### src/design/lwb_pkg.sv
// Link weight balancer: shared constants, request codes and the
// controller/datapath command and status types. No dependencies.
package lwb_pkg;

  localparam int NUM_LINKS  = 8;
  localparam int IDX_W      = (NUM_LINKS > 1) ? $clog2(NUM_LINKS) : 1;
  localparam int ENTRY_W    = 65;  // {alive, tick[31:0], weight[31:0]}
  localparam int CFG_IDX_W  = 3;
  localparam int CFG_DATA_W = 31;

  localparam logic signed [31:0] MIN_SEARCH_CEILING = 32'sd2147483647;

  localparam logic [CFG_IDX_W-1:0] CFG_LANDING_MODE = 3'd0;
  localparam logic [CFG_IDX_W-1:0] CFG_DROP_PERIOD  = 3'd1;
  localparam logic [CFG_IDX_W-1:0] CFG_DOWN_DIVISOR = 3'd2;
  localparam logic [CFG_IDX_W-1:0] CFG_UP_DIVISOR   = 3'd3;
  localparam logic [CFG_IDX_W-1:0] CFG_UP_MIN_STEP  = 3'd4;
  localparam logic [CFG_IDX_W-1:0] CFG_NOISE_LIMIT  = 3'd5;

  typedef enum logic [1:0] {
    REQ_ADD  = 2'd0,
    REQ_LAND = 2'd1,
    REQ_SET  = 2'd2
  } req_t;

  typedef enum logic [3:0] {
    DP_NOP,
    DP_LATCH,
    DP_RD_IDX,
    DP_RD_CNT,
    DP_SET_WR,
    DP_ADD_EVAL,
    DP_DIV_ADD,
    DP_ADD_Q,
    DP_ADD_WR,
    DP_LAND_OWN,
    DP_MIN_CMP,
    DP_MIN_FIX,
    DP_DIV_LAND,
    DP_MINQ,
    DP_LAND_WR,
    DP_CAP
  } dp_op_t;

  typedef struct packed {
    dp_op_t           op;
    logic [IDX_W-1:0] cnt;
  } cmd_t;

  typedef struct packed {
    logic [1:0] req;
    logic       oor;
    logic       need_div;
    logic       mode;
    logic       div_busy;
  } status_t;

endpackage

### src/design/lwb_if.sv
// Link weight balancer: request and result channel interfaces.
// Valid/ready handshake; no dependencies.
interface lwb_in_if;
  logic               valid;
  logic               ready;
  logic [1:0]         req_type;
  logic [2:0]         conn_index;
  logic signed [31:0] avg_delay;
  logic [31:0]        now_seconds;
  logic               load_alive;
  logic [31:0]        load_tick;
  logic signed [31:0] load_weight;

  modport source (output valid, req_type, conn_index, avg_delay, now_seconds,
                  load_alive, load_tick, load_weight, input ready);
  modport sink   (input valid, req_type, conn_index, avg_delay, now_seconds,
                  load_alive, load_tick, load_weight, output ready);
endinterface

interface lwb_out_if;
  logic               valid;
  logic               ready;
  logic signed [31:0] link_weight;

  modport source (output valid, link_weight, input ready);
  modport sink   (input valid, link_weight, output ready);
endinterface

### src/design/lwb_ram.sv
// Generic RAM: one write port, one read port with registered read data.
// No dependencies.
module lwb_ram #(
  parameter int WIDTH = 8,
  parameter int DEPTH = 8
) (
  input  logic                                         clk,
  input  logic                                         we,
  input  logic [((DEPTH > 1) ? $clog2(DEPTH) : 1)-1:0] waddr,
  input  logic [WIDTH-1:0]                             wdata,
  input  logic                                         re,
  input  logic [((DEPTH > 1) ? $clog2(DEPTH) : 1)-1:0] raddr,
  output logic [WIDTH-1:0]                             rdata
);

  logic [WIDTH-1:0] mem [DEPTH];
  logic [WIDTH-1:0] rdata_r;

  always_ff @(posedge clk) begin
    if (we) begin
      mem[waddr] <= wdata;
    end
    if (re) begin
      rdata_r <= mem[raddr];
    end
  end

  assign rdata = rdata_r;

endmodule

### src/design/lwb_div.sv
// Iterative unsigned divider, 32-bit dividend by 16-bit divisor,
// one quotient bit per cycle. No dependencies.
module lwb_div (
  input  logic        clk,
  input  logic        rst_n,
  input  logic        start,
  input  logic [31:0] dividend,
  input  logic [15:0] divisor,
  output logic        busy,
  output logic [31:0] quotient
);

  logic        busy_r;
  logic [4:0]  cnt_r;
  logic [31:0] q_r, q_nxt;
  logic [15:0] d_r;
  logic [16:0] r_r, r_nxt;
  logic [16:0] trial;

  always_comb begin
    trial = {r_r[15:0], q_r[31]};
    if (trial >= {1'b0, d_r}) begin
      r_nxt = trial - {1'b0, d_r};
      q_nxt = {q_r[30:0], 1'b1};
    end else begin
      r_nxt = trial;
      q_nxt = {q_r[30:0], 1'b0};
    end
  end

  always_ff @(posedge clk) begin
    if (!rst_n) begin
      busy_r <= 1'b0;
      cnt_r  <= '0;
    end else if (start) begin
      busy_r <= 1'b1;
      cnt_r  <= '0;
    end else if (busy_r) begin
      cnt_r <= cnt_r + 5'd1;
      if (cnt_r == 5'd31) begin
        busy_r <= 1'b0;
      end
    end
  end

  always_ff @(posedge clk) begin
    if (start) begin
      q_r <= dividend;
      r_r <= '0;
      d_r <= divisor;
    end else if (busy_r) begin
      q_r <= q_nxt;
      r_r <= r_nxt;
    end
  end

  assign busy     = busy_r;
  assign quotient = q_r;

endmodule

### src/design/lwb_ctrl.sv
// Link weight balancer controller: request sequencing and handshake.
// Depends on lwb_pkg.
module lwb_ctrl (
  input  logic             clk,
  input  logic             rst_n,
  input  logic             in_valid,
  output logic             in_ready,
  output logic             out_valid,
  input  logic             out_ready,
  input  lwb_pkg::status_t status,
  output lwb_pkg::cmd_t    cmd
);

  typedef enum logic [4:0] {
    S_IDLE, S_DISPATCH, S_ADD_EVAL, S_ADD_DIV, S_ADD_WAIT, S_ADD_Q, S_ADD_WR,
    S_LAND_OWN, S_SCAN_RD, S_SCAN_CMP, S_MIN_FIX, S_LAND_DIV, S_LAND_WAIT,
    S_MINQ, S_UPD_RD, S_UPD_WR, S_SET_WR, S_FIN_RD, S_CAP
  } state_t;

  localparam logic [lwb_pkg::IDX_W-1:0] CNT_LAST =
    lwb_pkg::IDX_W'(lwb_pkg::NUM_LINKS - 1);

  state_t                      state_r, state_nxt;
  logic [lwb_pkg::IDX_W-1:0]   cnt_r, cnt_nxt;
  logic                        out_valid_r, out_valid_nxt;
  logic                        room;

  assign room = !out_valid_r || out_ready;

  always_comb begin
    state_nxt     = state_r;
    cnt_nxt       = cnt_r;
    out_valid_nxt = out_valid_r && !out_ready;
    cmd.op        = lwb_pkg::DP_NOP;
    cmd.cnt       = cnt_r;
    case (state_r)
      S_IDLE: begin
        if (in_valid) begin
          cmd.op    = lwb_pkg::DP_LATCH;
          state_nxt = S_DISPATCH;
        end
      end
      S_DISPATCH: begin
        cmd.op = lwb_pkg::DP_RD_IDX;
        if (status.oor) begin
          state_nxt = S_CAP;
        end else begin
          case (status.req)
            lwb_pkg::REQ_ADD:  state_nxt = S_ADD_EVAL;
            lwb_pkg::REQ_LAND: state_nxt = S_LAND_OWN;
            lwb_pkg::REQ_SET:  state_nxt = S_SET_WR;
            default:           state_nxt = S_FIN_RD;
          endcase
        end
      end
      S_ADD_EVAL: begin
        cmd.op    = lwb_pkg::DP_ADD_EVAL;
        state_nxt = status.need_div ? S_ADD_DIV : S_ADD_WR;
      end
      S_ADD_DIV: begin
        cmd.op    = lwb_pkg::DP_DIV_ADD;
        state_nxt = S_ADD_WAIT;
      end
      S_ADD_WAIT: begin
        if (!status.div_busy) begin
          state_nxt = S_ADD_Q;
        end
      end
      S_ADD_Q: begin
        cmd.op    = lwb_pkg::DP_ADD_Q;
        state_nxt = S_ADD_WR;
      end
      S_ADD_WR: begin
        cmd.op    = lwb_pkg::DP_ADD_WR;
        state_nxt = S_FIN_RD;
      end
      S_LAND_OWN: begin
        cmd.op    = lwb_pkg::DP_LAND_OWN;
        cnt_nxt   = '0;
        state_nxt = S_SCAN_RD;
      end
      S_SCAN_RD: begin
        cmd.op    = lwb_pkg::DP_RD_CNT;
        state_nxt = S_SCAN_CMP;
      end
      S_SCAN_CMP: begin
        cmd.op = lwb_pkg::DP_MIN_CMP;
        if (cnt_r == CNT_LAST) begin
          cnt_nxt   = '0;
          state_nxt = S_MIN_FIX;
        end else begin
          cnt_nxt   = cnt_r + 1'b1;
          state_nxt = S_SCAN_RD;
        end
      end
      S_MIN_FIX: begin
        cmd.op    = lwb_pkg::DP_MIN_FIX;
        state_nxt = status.mode ? S_LAND_DIV : S_UPD_RD;
      end
      S_LAND_DIV: begin
        cmd.op    = lwb_pkg::DP_DIV_LAND;
        state_nxt = S_LAND_WAIT;
      end
      S_LAND_WAIT: begin
        if (!status.div_busy) begin
          state_nxt = S_MINQ;
        end
      end
      S_MINQ: begin
        cmd.op    = lwb_pkg::DP_MINQ;
        state_nxt = S_UPD_RD;
      end
      S_UPD_RD: begin
        cmd.op    = lwb_pkg::DP_RD_CNT;
        state_nxt = S_UPD_WR;
      end
      S_UPD_WR: begin
        cmd.op = lwb_pkg::DP_LAND_WR;
        if (cnt_r == CNT_LAST) begin
          cnt_nxt   = '0;
          state_nxt = S_FIN_RD;
        end else begin
          cnt_nxt   = cnt_r + 1'b1;
          state_nxt = S_UPD_RD;
        end
      end
      S_SET_WR: begin
        cmd.op    = lwb_pkg::DP_SET_WR;
        state_nxt = S_FIN_RD;
      end
      S_FIN_RD: begin
        cmd.op    = lwb_pkg::DP_RD_IDX;
        state_nxt = S_CAP;
      end
      S_CAP: begin
        if (room) begin
          cmd.op        = lwb_pkg::DP_CAP;
          out_valid_nxt = 1'b1;
          state_nxt     = S_IDLE;
        end
      end
      default: begin
        state_nxt = S_IDLE;
      end
    endcase
  end

  always_ff @(posedge clk) begin
    if (!rst_n) begin
      state_r     <= S_IDLE;
      cnt_r       <= '0;
      out_valid_r <= 1'b0;
    end else begin
      state_r     <= state_nxt;
      cnt_r       <= cnt_nxt;
      out_valid_r <= out_valid_nxt;
    end
  end

  assign in_ready  = (state_r == S_IDLE);
  assign out_valid = out_valid_r;

endmodule

### src/design/lwb_dp.sv
// Link weight balancer datapath: config registers, link entry RAM,
// minimum search, weight update arithmetic and divider.
// Depends on lwb_pkg, lwb_ram, lwb_div.
module lwb_dp (
  input  logic                            clk,
  input  logic                            rst_n,
  input  logic [1:0]                      req_type,
  input  logic [2:0]                      conn_index,
  input  logic signed [31:0]              avg_delay,
  input  logic [31:0]                     now_seconds,
  input  logic                            load_alive,
  input  logic [31:0]                     load_tick,
  input  logic signed [31:0]              load_weight,
  input  logic                            cfg_we,
  input  logic [lwb_pkg::CFG_IDX_W-1:0]   cfg_index,
  input  logic [lwb_pkg::CFG_DATA_W-1:0]  cfg_data,
  input  lwb_pkg::cmd_t                   cmd,
  output lwb_pkg::status_t                status,
  output logic signed [31:0]              link_weight
);

  function automatic logic signed [31:0] sat32(input logic signed [32:0] v);
    if (v[32] != v[31]) begin
      return v[32] ? 32'sh80000000 : 32'sh7fffffff;
    end
    return v[31:0];
  endfunction

  // config
  logic        mode_r;
  logic [15:0] drop_r, ddiv_r, udiv_r, step_r;
  logic [30:0] noise_r;

  // request
  logic [1:0]         req_r;
  logic [2:0]         conn_r;
  logic               oor_r;
  logic signed [31:0] delay_r;
  logic [31:0]        now_r;
  logic               la_r;
  logic [31:0]        lt_r;
  logic signed [31:0] lw_r;

  // working
  logic signed [31:0] own_w_r, min_r, minq_r, res_r;
  logic [30:0]        inc_r;

  logic [lwb_pkg::NUM_LINKS-1:0] vld_r;
  logic                          rd_vld_r;

  logic [lwb_pkg::IDX_W-1:0]   idx_a, raddr, waddr;
  logic                        re, we;
  logic [lwb_pkg::ENTRY_W-1:0] wdata, rd_q;

  logic               ent_alive;
  logic [31:0]        ent_tick;
  logic signed [31:0] ent_w;
  logic signed [33:0] age, age_lim;
  logic               fresh;

  logic [15:0]        udiv_eff, ddiv_eff;
  logic signed [32:0] delay_x;
  logic               need_div;

  logic               div_start, div_busy;
  logic [31:0]        div_dividend, div_q;
  logic [15:0]        div_divisor;
  logic [31:0]        min_abs;

  logic signed [31:0] add_w, land_w;

  always_ff @(posedge clk) begin
    if (!rst_n) begin
      mode_r  <= 1'b0;
      drop_r  <= 16'd5;
      ddiv_r  <= 16'd1;
      udiv_r  <= 16'd1;
      step_r  <= 16'd1;
      noise_r <= 31'd100000;
    end else if (cfg_we) begin
      case (cfg_index)
        lwb_pkg::CFG_LANDING_MODE: mode_r  <= cfg_data[0];
        lwb_pkg::CFG_DROP_PERIOD:  drop_r  <= cfg_data[15:0];
        lwb_pkg::CFG_DOWN_DIVISOR: ddiv_r  <= cfg_data[15:0];
        lwb_pkg::CFG_UP_DIVISOR:   udiv_r  <= cfg_data[15:0];
        lwb_pkg::CFG_UP_MIN_STEP:  step_r  <= cfg_data[15:0];
        lwb_pkg::CFG_NOISE_LIMIT:  noise_r <= cfg_data;
        default: ;
      endcase
    end
  end

  assign idx_a = lwb_pkg::IDX_W'(conn_r);

  // entry read side; never-written entries read as zero
  assign ent_alive = rd_vld_r & rd_q[64];
  assign ent_tick  = rd_vld_r ? rd_q[63:32] : 32'd0;
  assign ent_w     = rd_vld_r ? $signed(rd_q[31:0]) : 32'sd0;

  assign age     = $signed({2'b00, now_r}) - $signed({2'b00, ent_tick});
  assign age_lim = $signed({18'd0, drop_r}) + 34'sd2;
  assign fresh   = ent_alive && (age < age_lim);

  assign udiv_eff = (udiv_r == 16'd0) ? 16'd1 : udiv_r;
  assign ddiv_eff = (ddiv_r == 16'd0) ? 16'd1 : ddiv_r;
  assign delay_x  = {delay_r[31], delay_r};
  assign need_div = (delay_x > $signed({17'd0, udiv_eff})) &&
                    (delay_x > $signed({17'd0, step_r}));

  assign min_abs = min_r[31] ? (32'd0 - min_r) : min_r;

  assign div_start    = (cmd.op == lwb_pkg::DP_DIV_ADD) ||
                        (cmd.op == lwb_pkg::DP_DIV_LAND);
  assign div_dividend = (cmd.op == lwb_pkg::DP_DIV_LAND) ? min_abs : delay_r;
  assign div_divisor  = (cmd.op == lwb_pkg::DP_DIV_LAND) ? ddiv_eff : udiv_eff;

  lwb_div u_div (
    .clk      (clk),
    .rst_n    (rst_n),
    .start    (div_start),
    .dividend (div_dividend),
    .divisor  (div_divisor),
    .busy     (div_busy),
    .quotient (div_q)
  );

  assign add_w = sat32({own_w_r[31], own_w_r} + $signed({2'b00, inc_r}));

  always_comb begin
    if (mode_r) begin
      land_w = (ent_w == min_r) ? 32'sd0 :
               sat32({ent_w[31], ent_w} - {minq_r[31], minq_r});
    end else begin
      land_w = sat32({ent_w[31], ent_w} - {min_r[31], min_r});
    end
  end

  always_comb begin
    re    = 1'b0;
    we    = 1'b0;
    raddr = idx_a;
    waddr = idx_a;
    wdata = {la_r, lt_r, lw_r};
    case (cmd.op)
      lwb_pkg::DP_RD_IDX: re = 1'b1;
      lwb_pkg::DP_RD_CNT: begin
        re    = 1'b1;
        raddr = cmd.cnt;
      end
      lwb_pkg::DP_SET_WR: we = 1'b1;
      lwb_pkg::DP_ADD_WR: begin
        we    = 1'b1;
        wdata = {ent_alive, ent_tick, add_w};
      end
      lwb_pkg::DP_LAND_WR: begin
        we    = fresh;
        waddr = cmd.cnt;
        wdata = {ent_alive, ent_tick, land_w};
      end
      default: ;
    endcase
  end

  lwb_ram #(
    .WIDTH (lwb_pkg::ENTRY_W),
    .DEPTH (lwb_pkg::NUM_LINKS)
  ) u_ram (
    .clk   (clk),
    .we    (we),
    .waddr (waddr),
    .wdata (wdata),
    .re    (re),
    .raddr (raddr),
    .rdata (rd_q)
  );

  always_ff @(posedge clk) begin
    if (!rst_n) begin
      vld_r    <= '0;
      rd_vld_r <= 1'b0;
    end else begin
      if (we) begin
        vld_r[waddr] <= 1'b1;
      end
      if (re) begin
        rd_vld_r <= vld_r[raddr];
      end
    end
  end

  always_ff @(posedge clk) begin
    case (cmd.op)
      lwb_pkg::DP_LATCH: begin
        req_r   <= req_type;
        conn_r  <= conn_index;
        oor_r   <= (32'(conn_index) >= lwb_pkg::NUM_LINKS);
        delay_r <= avg_delay;
        now_r   <= now_seconds;
        la_r    <= load_alive;
        lt_r    <= load_tick;
        lw_r    <= load_weight;
      end
      lwb_pkg::DP_ADD_EVAL: begin
        own_w_r <= ent_w;
        inc_r   <= {15'd0, step_r};
      end
      lwb_pkg::DP_ADD_Q: begin
        inc_r <= (div_q < {1'b0, noise_r}) ? div_q[30:0] : delay_r[30:0];
      end
      lwb_pkg::DP_LAND_OWN: begin
        own_w_r <= ent_w;
        min_r   <= lwb_pkg::MIN_SEARCH_CEILING;
      end
      lwb_pkg::DP_MIN_CMP: begin
        if (fresh && (ent_w < min_r)) begin
          min_r <= ent_w;
        end
      end
      lwb_pkg::DP_MIN_FIX: begin
        if (min_r == lwb_pkg::MIN_SEARCH_CEILING) begin
          min_r <= own_w_r;
        end
      end
      lwb_pkg::DP_MINQ: begin
        minq_r <= min_r[31] ? (32'sd0 - $signed(div_q)) : $signed(div_q);
      end
      lwb_pkg::DP_CAP: begin
        res_r <= oor_r ? 32'sd0 : ent_w;
      end
      default: ;
    endcase
  end

  assign status.req      = req_r;
  assign status.oor      = oor_r;
  assign status.need_div = need_div;
  assign status.mode     = mode_r;
  assign status.div_busy = div_busy;

  assign link_weight = res_r;

endmodule

### src/design/link_weight_balancer_top.sv
// Link weight balancer top level: channel handshakes, controller and
// datapath. Depends on lwb_pkg, lwb_if, lwb_ctrl, lwb_dp.
//
// Usage: one request enters on in_ch when ready is high; ready is high only
// while no request is in progress. Each request gives one result on out_ch:
// the named link's weight after the request. Config writes on cfg_we /
// cfg_index / cfg_data take effect at once; the user must let them go in only
// while idle, as the block itself does not enforce it.
// Request paths: set entry; unused type; link index beyond the table; add
// delay, with or without the quotient path; landing, in plain or divided mode.
// The landing scan and update read one RAM entry at a time, then compare it or
// write its update; the divider produces one quotient bit a cycle. At most one
// request is in flight; a result waiting in the output register does not hold
// off the next accept, but a finished request waits until the register is free.
// Reset (rst_n low, synchronous) restores register defaults and marks all
// link entries empty, so they read as all zero; no clearing pass is run.
module link_weight_balancer_top (
  input  logic                           clk,
  input  logic                           rst_n,
  lwb_in_if.sink                         in_ch,
  lwb_out_if.source                      out_ch,
  input  logic                           cfg_we,
  input  logic [lwb_pkg::CFG_IDX_W-1:0]  cfg_index,
  input  logic [lwb_pkg::CFG_DATA_W-1:0] cfg_data
);

  lwb_pkg::cmd_t    cmd;
  lwb_pkg::status_t status;
  logic             in_ready, out_valid;

  lwb_ctrl u_ctrl (
    .clk       (clk),
    .rst_n     (rst_n),
    .in_valid  (in_ch.valid),
    .in_ready  (in_ready),
    .out_valid (out_valid),
    .out_ready (out_ch.ready),
    .status    (status),
    .cmd       (cmd)
  );

  lwb_dp u_dp (
    .clk         (clk),
    .rst_n       (rst_n),
    .req_type    (in_ch.req_type),
    .conn_index  (in_ch.conn_index),
    .avg_delay   (in_ch.avg_delay),
    .now_seconds (in_ch.now_seconds),
    .load_alive  (in_ch.load_alive),
    .load_tick   (in_ch.load_tick),
    .load_weight (in_ch.load_weight),
    .cfg_we      (cfg_we),
    .cfg_index   (cfg_index),
    .cfg_data    (cfg_data),
    .cmd         (cmd),
    .status      (status),
    .link_weight (out_ch.link_weight)
  );

  assign in_ch.ready  = in_ready;
  assign out_ch.valid = out_valid;

  a_busy_after_accept: assert property (@(posedge clk) disable iff (!rst_n)
    (in_ch.valid && in_ch.ready) |=> !in_ch.ready)
    else $error("ready stayed high after a request was accepted");

  a_div_starts: assert property (@(posedge clk) disable iff (!rst_n)
    (cmd.op == lwb_pkg::DP_DIV_ADD || cmd.op == lwb_pkg::DP_DIV_LAND)
      |=> status.div_busy)
    else $error("divider did not start");

  a_div_only_busy: assert property (@(posedge clk) disable iff (!rst_n)
    status.div_busy |-> !in_ch.ready)
    else $error("divider running while idle");

  a_result_from_work: assert property (@(posedge clk) disable iff (!rst_n)
    $rose(out_ch.valid) |-> $past(!in_ch.ready))
    else $error("result appeared without a request in progress");

endmodule
### src/flat_wrapper.sv
// flat-port wrapper written by rule: the top's interface ports become plain ports
module link_weight_balancer_top_flat 
  (clk, rst_n, cfg_we, cfg_index, cfg_data, in_ch_valid, in_ch_req_type, in_ch_conn_index, in_ch_avg_delay, in_ch_now_seconds, in_ch_load_alive, in_ch_load_tick, in_ch_load_weight, in_ch_ready, out_ch_valid, out_ch_link_weight, out_ch_ready);
  lwb_in_if in_ch_i ();
  lwb_out_if out_ch_i ();
  input  logic clk;
  input  logic rst_n;
  input  logic cfg_we;
  input  logic [lwb_pkg::CFG_IDX_W-1:0] cfg_index;
  input  logic [lwb_pkg::CFG_DATA_W-1:0] cfg_data;
  input wire logic [$bits(in_ch_i.valid)-1:0] in_ch_valid;
  input wire logic [$bits(in_ch_i.req_type)-1:0] in_ch_req_type;
  input wire logic [$bits(in_ch_i.conn_index)-1:0] in_ch_conn_index;
  input wire logic [$bits(in_ch_i.avg_delay)-1:0] in_ch_avg_delay;
  input wire logic [$bits(in_ch_i.now_seconds)-1:0] in_ch_now_seconds;
  input wire logic [$bits(in_ch_i.load_alive)-1:0] in_ch_load_alive;
  input wire logic [$bits(in_ch_i.load_tick)-1:0] in_ch_load_tick;
  input wire logic [$bits(in_ch_i.load_weight)-1:0] in_ch_load_weight;
  output wire logic [$bits(in_ch_i.ready)-1:0] in_ch_ready;
  output wire logic [$bits(out_ch_i.valid)-1:0] out_ch_valid;
  output wire logic [$bits(out_ch_i.link_weight)-1:0] out_ch_link_weight;
  input wire logic [$bits(out_ch_i.ready)-1:0] out_ch_ready;
  assign in_ch_i.valid = in_ch_valid;
  assign in_ch_i.req_type = in_ch_req_type;
  assign in_ch_i.conn_index = in_ch_conn_index;
  assign in_ch_i.avg_delay = in_ch_avg_delay;
  assign in_ch_i.now_seconds = in_ch_now_seconds;
  assign in_ch_i.load_alive = in_ch_load_alive;
  assign in_ch_i.load_tick = in_ch_load_tick;
  assign in_ch_i.load_weight = in_ch_load_weight;
  assign in_ch_ready = in_ch_i.ready;
  assign out_ch_valid = out_ch_i.valid;
  assign out_ch_link_weight = out_ch_i.link_weight;
  assign out_ch_i.ready = out_ch_ready;
  link_weight_balancer_top u_core (.clk(clk), .rst_n(rst_n), .in_ch(in_ch_i), .out_ch(out_ch_i), .cfg_we(cfg_we), .cfg_index(cfg_index), .cfg_data(cfg_data));
endmodule
### config.mk
export PLATFORM = sky130hd
export DESIGN_NAME = link_weight_balancer_top_flat
export DESIGN_NICKNAME = d
export VERILOG_FILES = /design/src/design/lwb_pkg.sv /design/src/design/lwb_if.sv /design/src/design/lwb_ram.sv /design/src/design/lwb_div.sv /design/src/design/lwb_ctrl.sv /design/src/design/lwb_dp.sv /design/src/design/link_weight_balancer_top.sv /design/src/flat_wrapper.sv
export SDC_FILE = /design/constraint.sdc
export NUM_CORES = 2
export LEC_CHECK = 0
export ABC_AREA = 1
export BUFFER_PORTS_ARGS = -buffer_cell sky130_fd_sc_hd__clkbuf_2
export CORE_MARGIN = 2
export CORE_UTILIZATION = 57
export DETAILED_ROUTE_END_ITERATION = 12
export PLACE_DENSITY = 0.83
export SYNTH_ARGS = -nofsm -noshare
export SYNTH_HDL_FRONTEND = slang
export SYNTH_SLANG_ARGS = --single-unit
### constraint.sdc
create_clock -name clk -period 11.3 [get_ports clk]
set_input_delay 0 -clock clk [delete_from_list [all_inputs] [get_ports clk]]
set_output_delay 0 -clock clk [all_outputs]
set_load 0.005 [all_outputs]
==> flow_summary.yaml <==
status:
  status: "finished, final reports clean"
synth:
  synth_compound_area_frac: 0.153
  synthArstFlopShare: 0
  synthSimpleGateAreaFrac: 0.142
  syn_inst: 5552
  yosys_warnings: 0
  avgSynthCellArea_um2: 9.73
  synth_top_family_by_area: "compound AO/OA/AOI/OAI gates"
  synth_edf_count: 926
  synth.yosys.seq_area_share: 0.565
  syn-cell-area_um2: 54000
  ys_types: 67
  synth_seq_cells: 1062
  synth.area.mux_share: 0
  syn-num-nets: 5966
  yosys_most_used_dff: "edfxtp_1"
  synthAdderAreaFrac: 0.0565
  yosys.area_share.xor_xnor: 0.0220
cells_and_area:
  fill_cells: 7040
  syn_to_final_growth_pct: 14.3
  drive_gt1_frac: 0.0898
  utilization: 0.659
  finalNonFillerCells: 7257
  nets: 6329
  final_common_cell: "edfxtp_1"
  final_cell_mix: "edfxtp_1 (926), nand2_1 (876), inv_1 (584)"
drt:
  drc: 0
  vias: 44880
  vias_per_cell: 6.18
  detail_route.iter0.violations: 6125
  totalWireLength_um: 170000
  antenna_left: 0
  drt-pass1-iter-count: 10
  routedWlPerCell_um: 23.4
clock_tree:
  cts_buffers: 104
  root_buffer: "clkbuf_16"
  clk_path_buf_depth: 3
  cts_tree: "done"
  cts_sinks: 1062
  cts_max_level: 3
  clock_latency_ns: 0.72
  path_clk_slew_ns: 0.07
  ctsResizeCount: 0
sta:
  fmax_ghz: 0.152
  clock_skew_ns: 0.0585
  rsz0062_at_grt: "false"
  fin_crit_ns: 6.60
  hold_viol: 0
  slew_viol_final: 0
  worstMarginPinSlew_ns: 1.34
  slew_headroom: 0.104
  fin_ws_ns: 4.70
  setup_tns_ns: 0
  setup_viol: 0
  min_period_over_period: 0.584
power:
  power_density_nw_per_um2: 244
  combPwrFrac: 0.405
  pwr-share-clk: 0.235
  p_int_mw: 8.87
  power.leakage_nw: 24.4
  sw_frac_of_total: 0.411
  peakVddDrop_uv: 257
  seq_power_share: 0.360
  p_total_mw: 15.1
  p_switching_mw: 6.20
setup_path:
  crit_type: "reg -> reg"
  cp.arrival_ns: 6.99
  crit_fanout: 34
  reg2reg_setup_slack_ns: 4.70
  critical_path.startpoint: "u_core.u_dp.rd_vld_r"
  crit_path_start_kind: "flip-flop"
  reg2reg_from: "u_core.u_dp.rd_vld_r"
  setup.worst_path.end_class: "flip-flop"
  worst-endpoint-required_ns: 11.69
min_path:
  hold_class: "in -> reg"
  min_from: "in_ch_load_tick[13]"
place:
  finalWeightedCongestion: 1.05
  dp_cells: 6842
  post-place-ws_ns: 4.95
  dpl.hpwl_um: 112000
  io_buffers: 206
die:
  core.rowCount: 112
  initial_core_util: 0.577
  die_x_um: 312
  io_pins: 207
  die_area_um2: 97200
  core_region_area_um2: 93600
  die_h_um: 312
grt:
  grt_max_degree: 180
  grt_pass1_vias: 42894
  grt_usage: 0.340
  grt_first_pass_wirelength_um: 253000
  antenna_found_initial: 5
  grt_overflow: 0
flow_run:
  maxCapViolations: 0
-- final cells by class --
class	instances	area, um^2	area share
Timing Repair Buffer	473	3590	0.0581
Clock buffer	125	2730	0.0443
Tap cell	1254	1570	0.0254
Multi-Input combinational cell	3646	20200	0.328
Sequential cell	1062	30500	0.495
Antenna cell	4	10.0	0.000162
Clock inverter	65	697	0.0113
Inverter	628	2380	0.0385
-- registers in the layout, summed over array words and instances (netlist names), 31 cells and up --
| name | cells |
|---|---|
| u_core.u_dp.inc_r | 31 |
| u_core.u_dp.lw_r | 32 |
| u_core.u_dp.link_weight | 32 |
| u_core.u_dp.minq_r | 32 |
| u_core.u_dp.own_w_r | 32 |
| u_core.u_dp.min_r | 32 |
| u_core.u_dp.u_ram.mem | 520 |
| u_core.u_dp.u_div.quotient | 32 |
| u_core.u_dp.lt_r | 32 |
| u_core.u_dp.delay_r | 32 |
| u_core.u_dp.noise_r | 31 |
| u_core.u_dp.now_r | 32 |
| u_core.u_dp.u_ram.rdata | 65 |
-- cells in the mapped netlist (all sizes together), types with 7 or more instances --
| master | number | area [um^2] |
|---|---|---|
| edfxtp | 926 | 27800 |
| nand2 | 898 | 3430 |
| o21ai | 642 | 3270 |
| inv | 621 | 2330 |
| nor2 | 590 | 2280 |
| a21oi | 355 | 1810 |
| ha | 236 | 2950 |
| nand3 | 186 | 941 |
| o21bai | 146 | 1100 |
| dfxtp | 136 | 2720 |
| clkbuf | 114 | 428 |
| xor2 | 111 | 980 |
| o22ai | 106 | 663 |
| buf | 102 | 548 |
| a31oi | 79 | 494 |
| nand4 | 46 | 288 |
| nor3 | 45 | 267 |
| o211ai | 37 | 278 |
| nor4 | 33 | 240 |
| xnor2 | 24 | 210 |
| o221ai | 16 | 140 |
| or2 | 14 | 87.6 |
| a21o | 13 | 97.6 |
| o21a | 9 | 67.6 |
| a22oi | 8 | 60.1 |
| and2 | 7 | 43.8 |
| clkinv | 7 | 26.3 |
-- routing by layer --
layer	wire length (um)	part of all wire	vias to the layer above	global-route usage
met4	13400	0.079	0	0.228
li1	-	-	20113	-
met1	61100	0.36	20990	0.422
met5	0	0	-	0
met3	17300	0.10	701	0.0604
met2	78400	0.46	3076	0.547
-- power groups by stage --
stage,combinational (mW),clock [mW],sequential [mW]
final,6.11,3.54,5.43
after detailed placement,5.79,0,5.48
after global routing,6.66,3.67,5.44
after CTS,5.90,3.51,5.40
after floorplan,4.20,0,5.37
after global placement,5.67,0,5.47
-- final timing paths --
check                                       to  cells after the start
hold reg to reg        u_core.u_dp.noise_r[25]                      2
setup / recovery  u_core.u_dp.u_ram.mem[2][29]                     24
setup reg to reg  u_core.u_dp.u_ram.mem[2][29]                     24
hold / removal            u_core.u_dp.lt_r[13]                      2
-- what timing repair did --
item | CTS | global route
endpoints found under the hold margin | 246 | 1
hold buffers | 220 | 1
setup buffers | 0 | 0
-- through the flow --
step	instance area (um^2)	hold slack, ns
2_1_floorplan	54000	0.0989
3_3_place_gp	56100	0.177
3_5_place_dp	56100	0.179
4_1_cts	61700	0.000367
5_1_grt	61700	0.00119
6_report	61700	0.0120
-- kinds of logic (layout without fill, tap and decap cells) --
| kind of cell | count (synthesis) | after routing |
|---|---|---|
| compound gates | 1443 | 1443 |
| simple gates | 1827 | 1827 |
| other cells | 0 | 4 |
| xor+xnor | 135 | 135 |
| buf+inv | 844 | 1291 |
| flops | 1062 | 1062 |
| fa+ha+maj | 241 | 241 |
-- worst max-delay path, cell delays in order (launching register included) --
cell and delay, ns:
dfxtp_2 0.89, buf_4 0.55, nand2_1 0.09, inv_1 0.26, ha_1 0.18, nand2_1 0.08, o21ai_1 0.32, inv_2 0.07
o21ai_2 0.23, nand3_1 0.12, nand3_1 0.23, nand3_1 0.10, nand3b_1 0.14, a21oi_1 0.08, o21bai_1 0.18, xor2_1 0.24
inv_1 0.07, ha_1 0.84, nand3_2 0.31, nand2_2 0.67, inv_1 0.17, nand2_1 0.11, nand2_1 0.05, nand2_1 0.08
nand2_1 0.17
(Power assumes the default switching activity.)
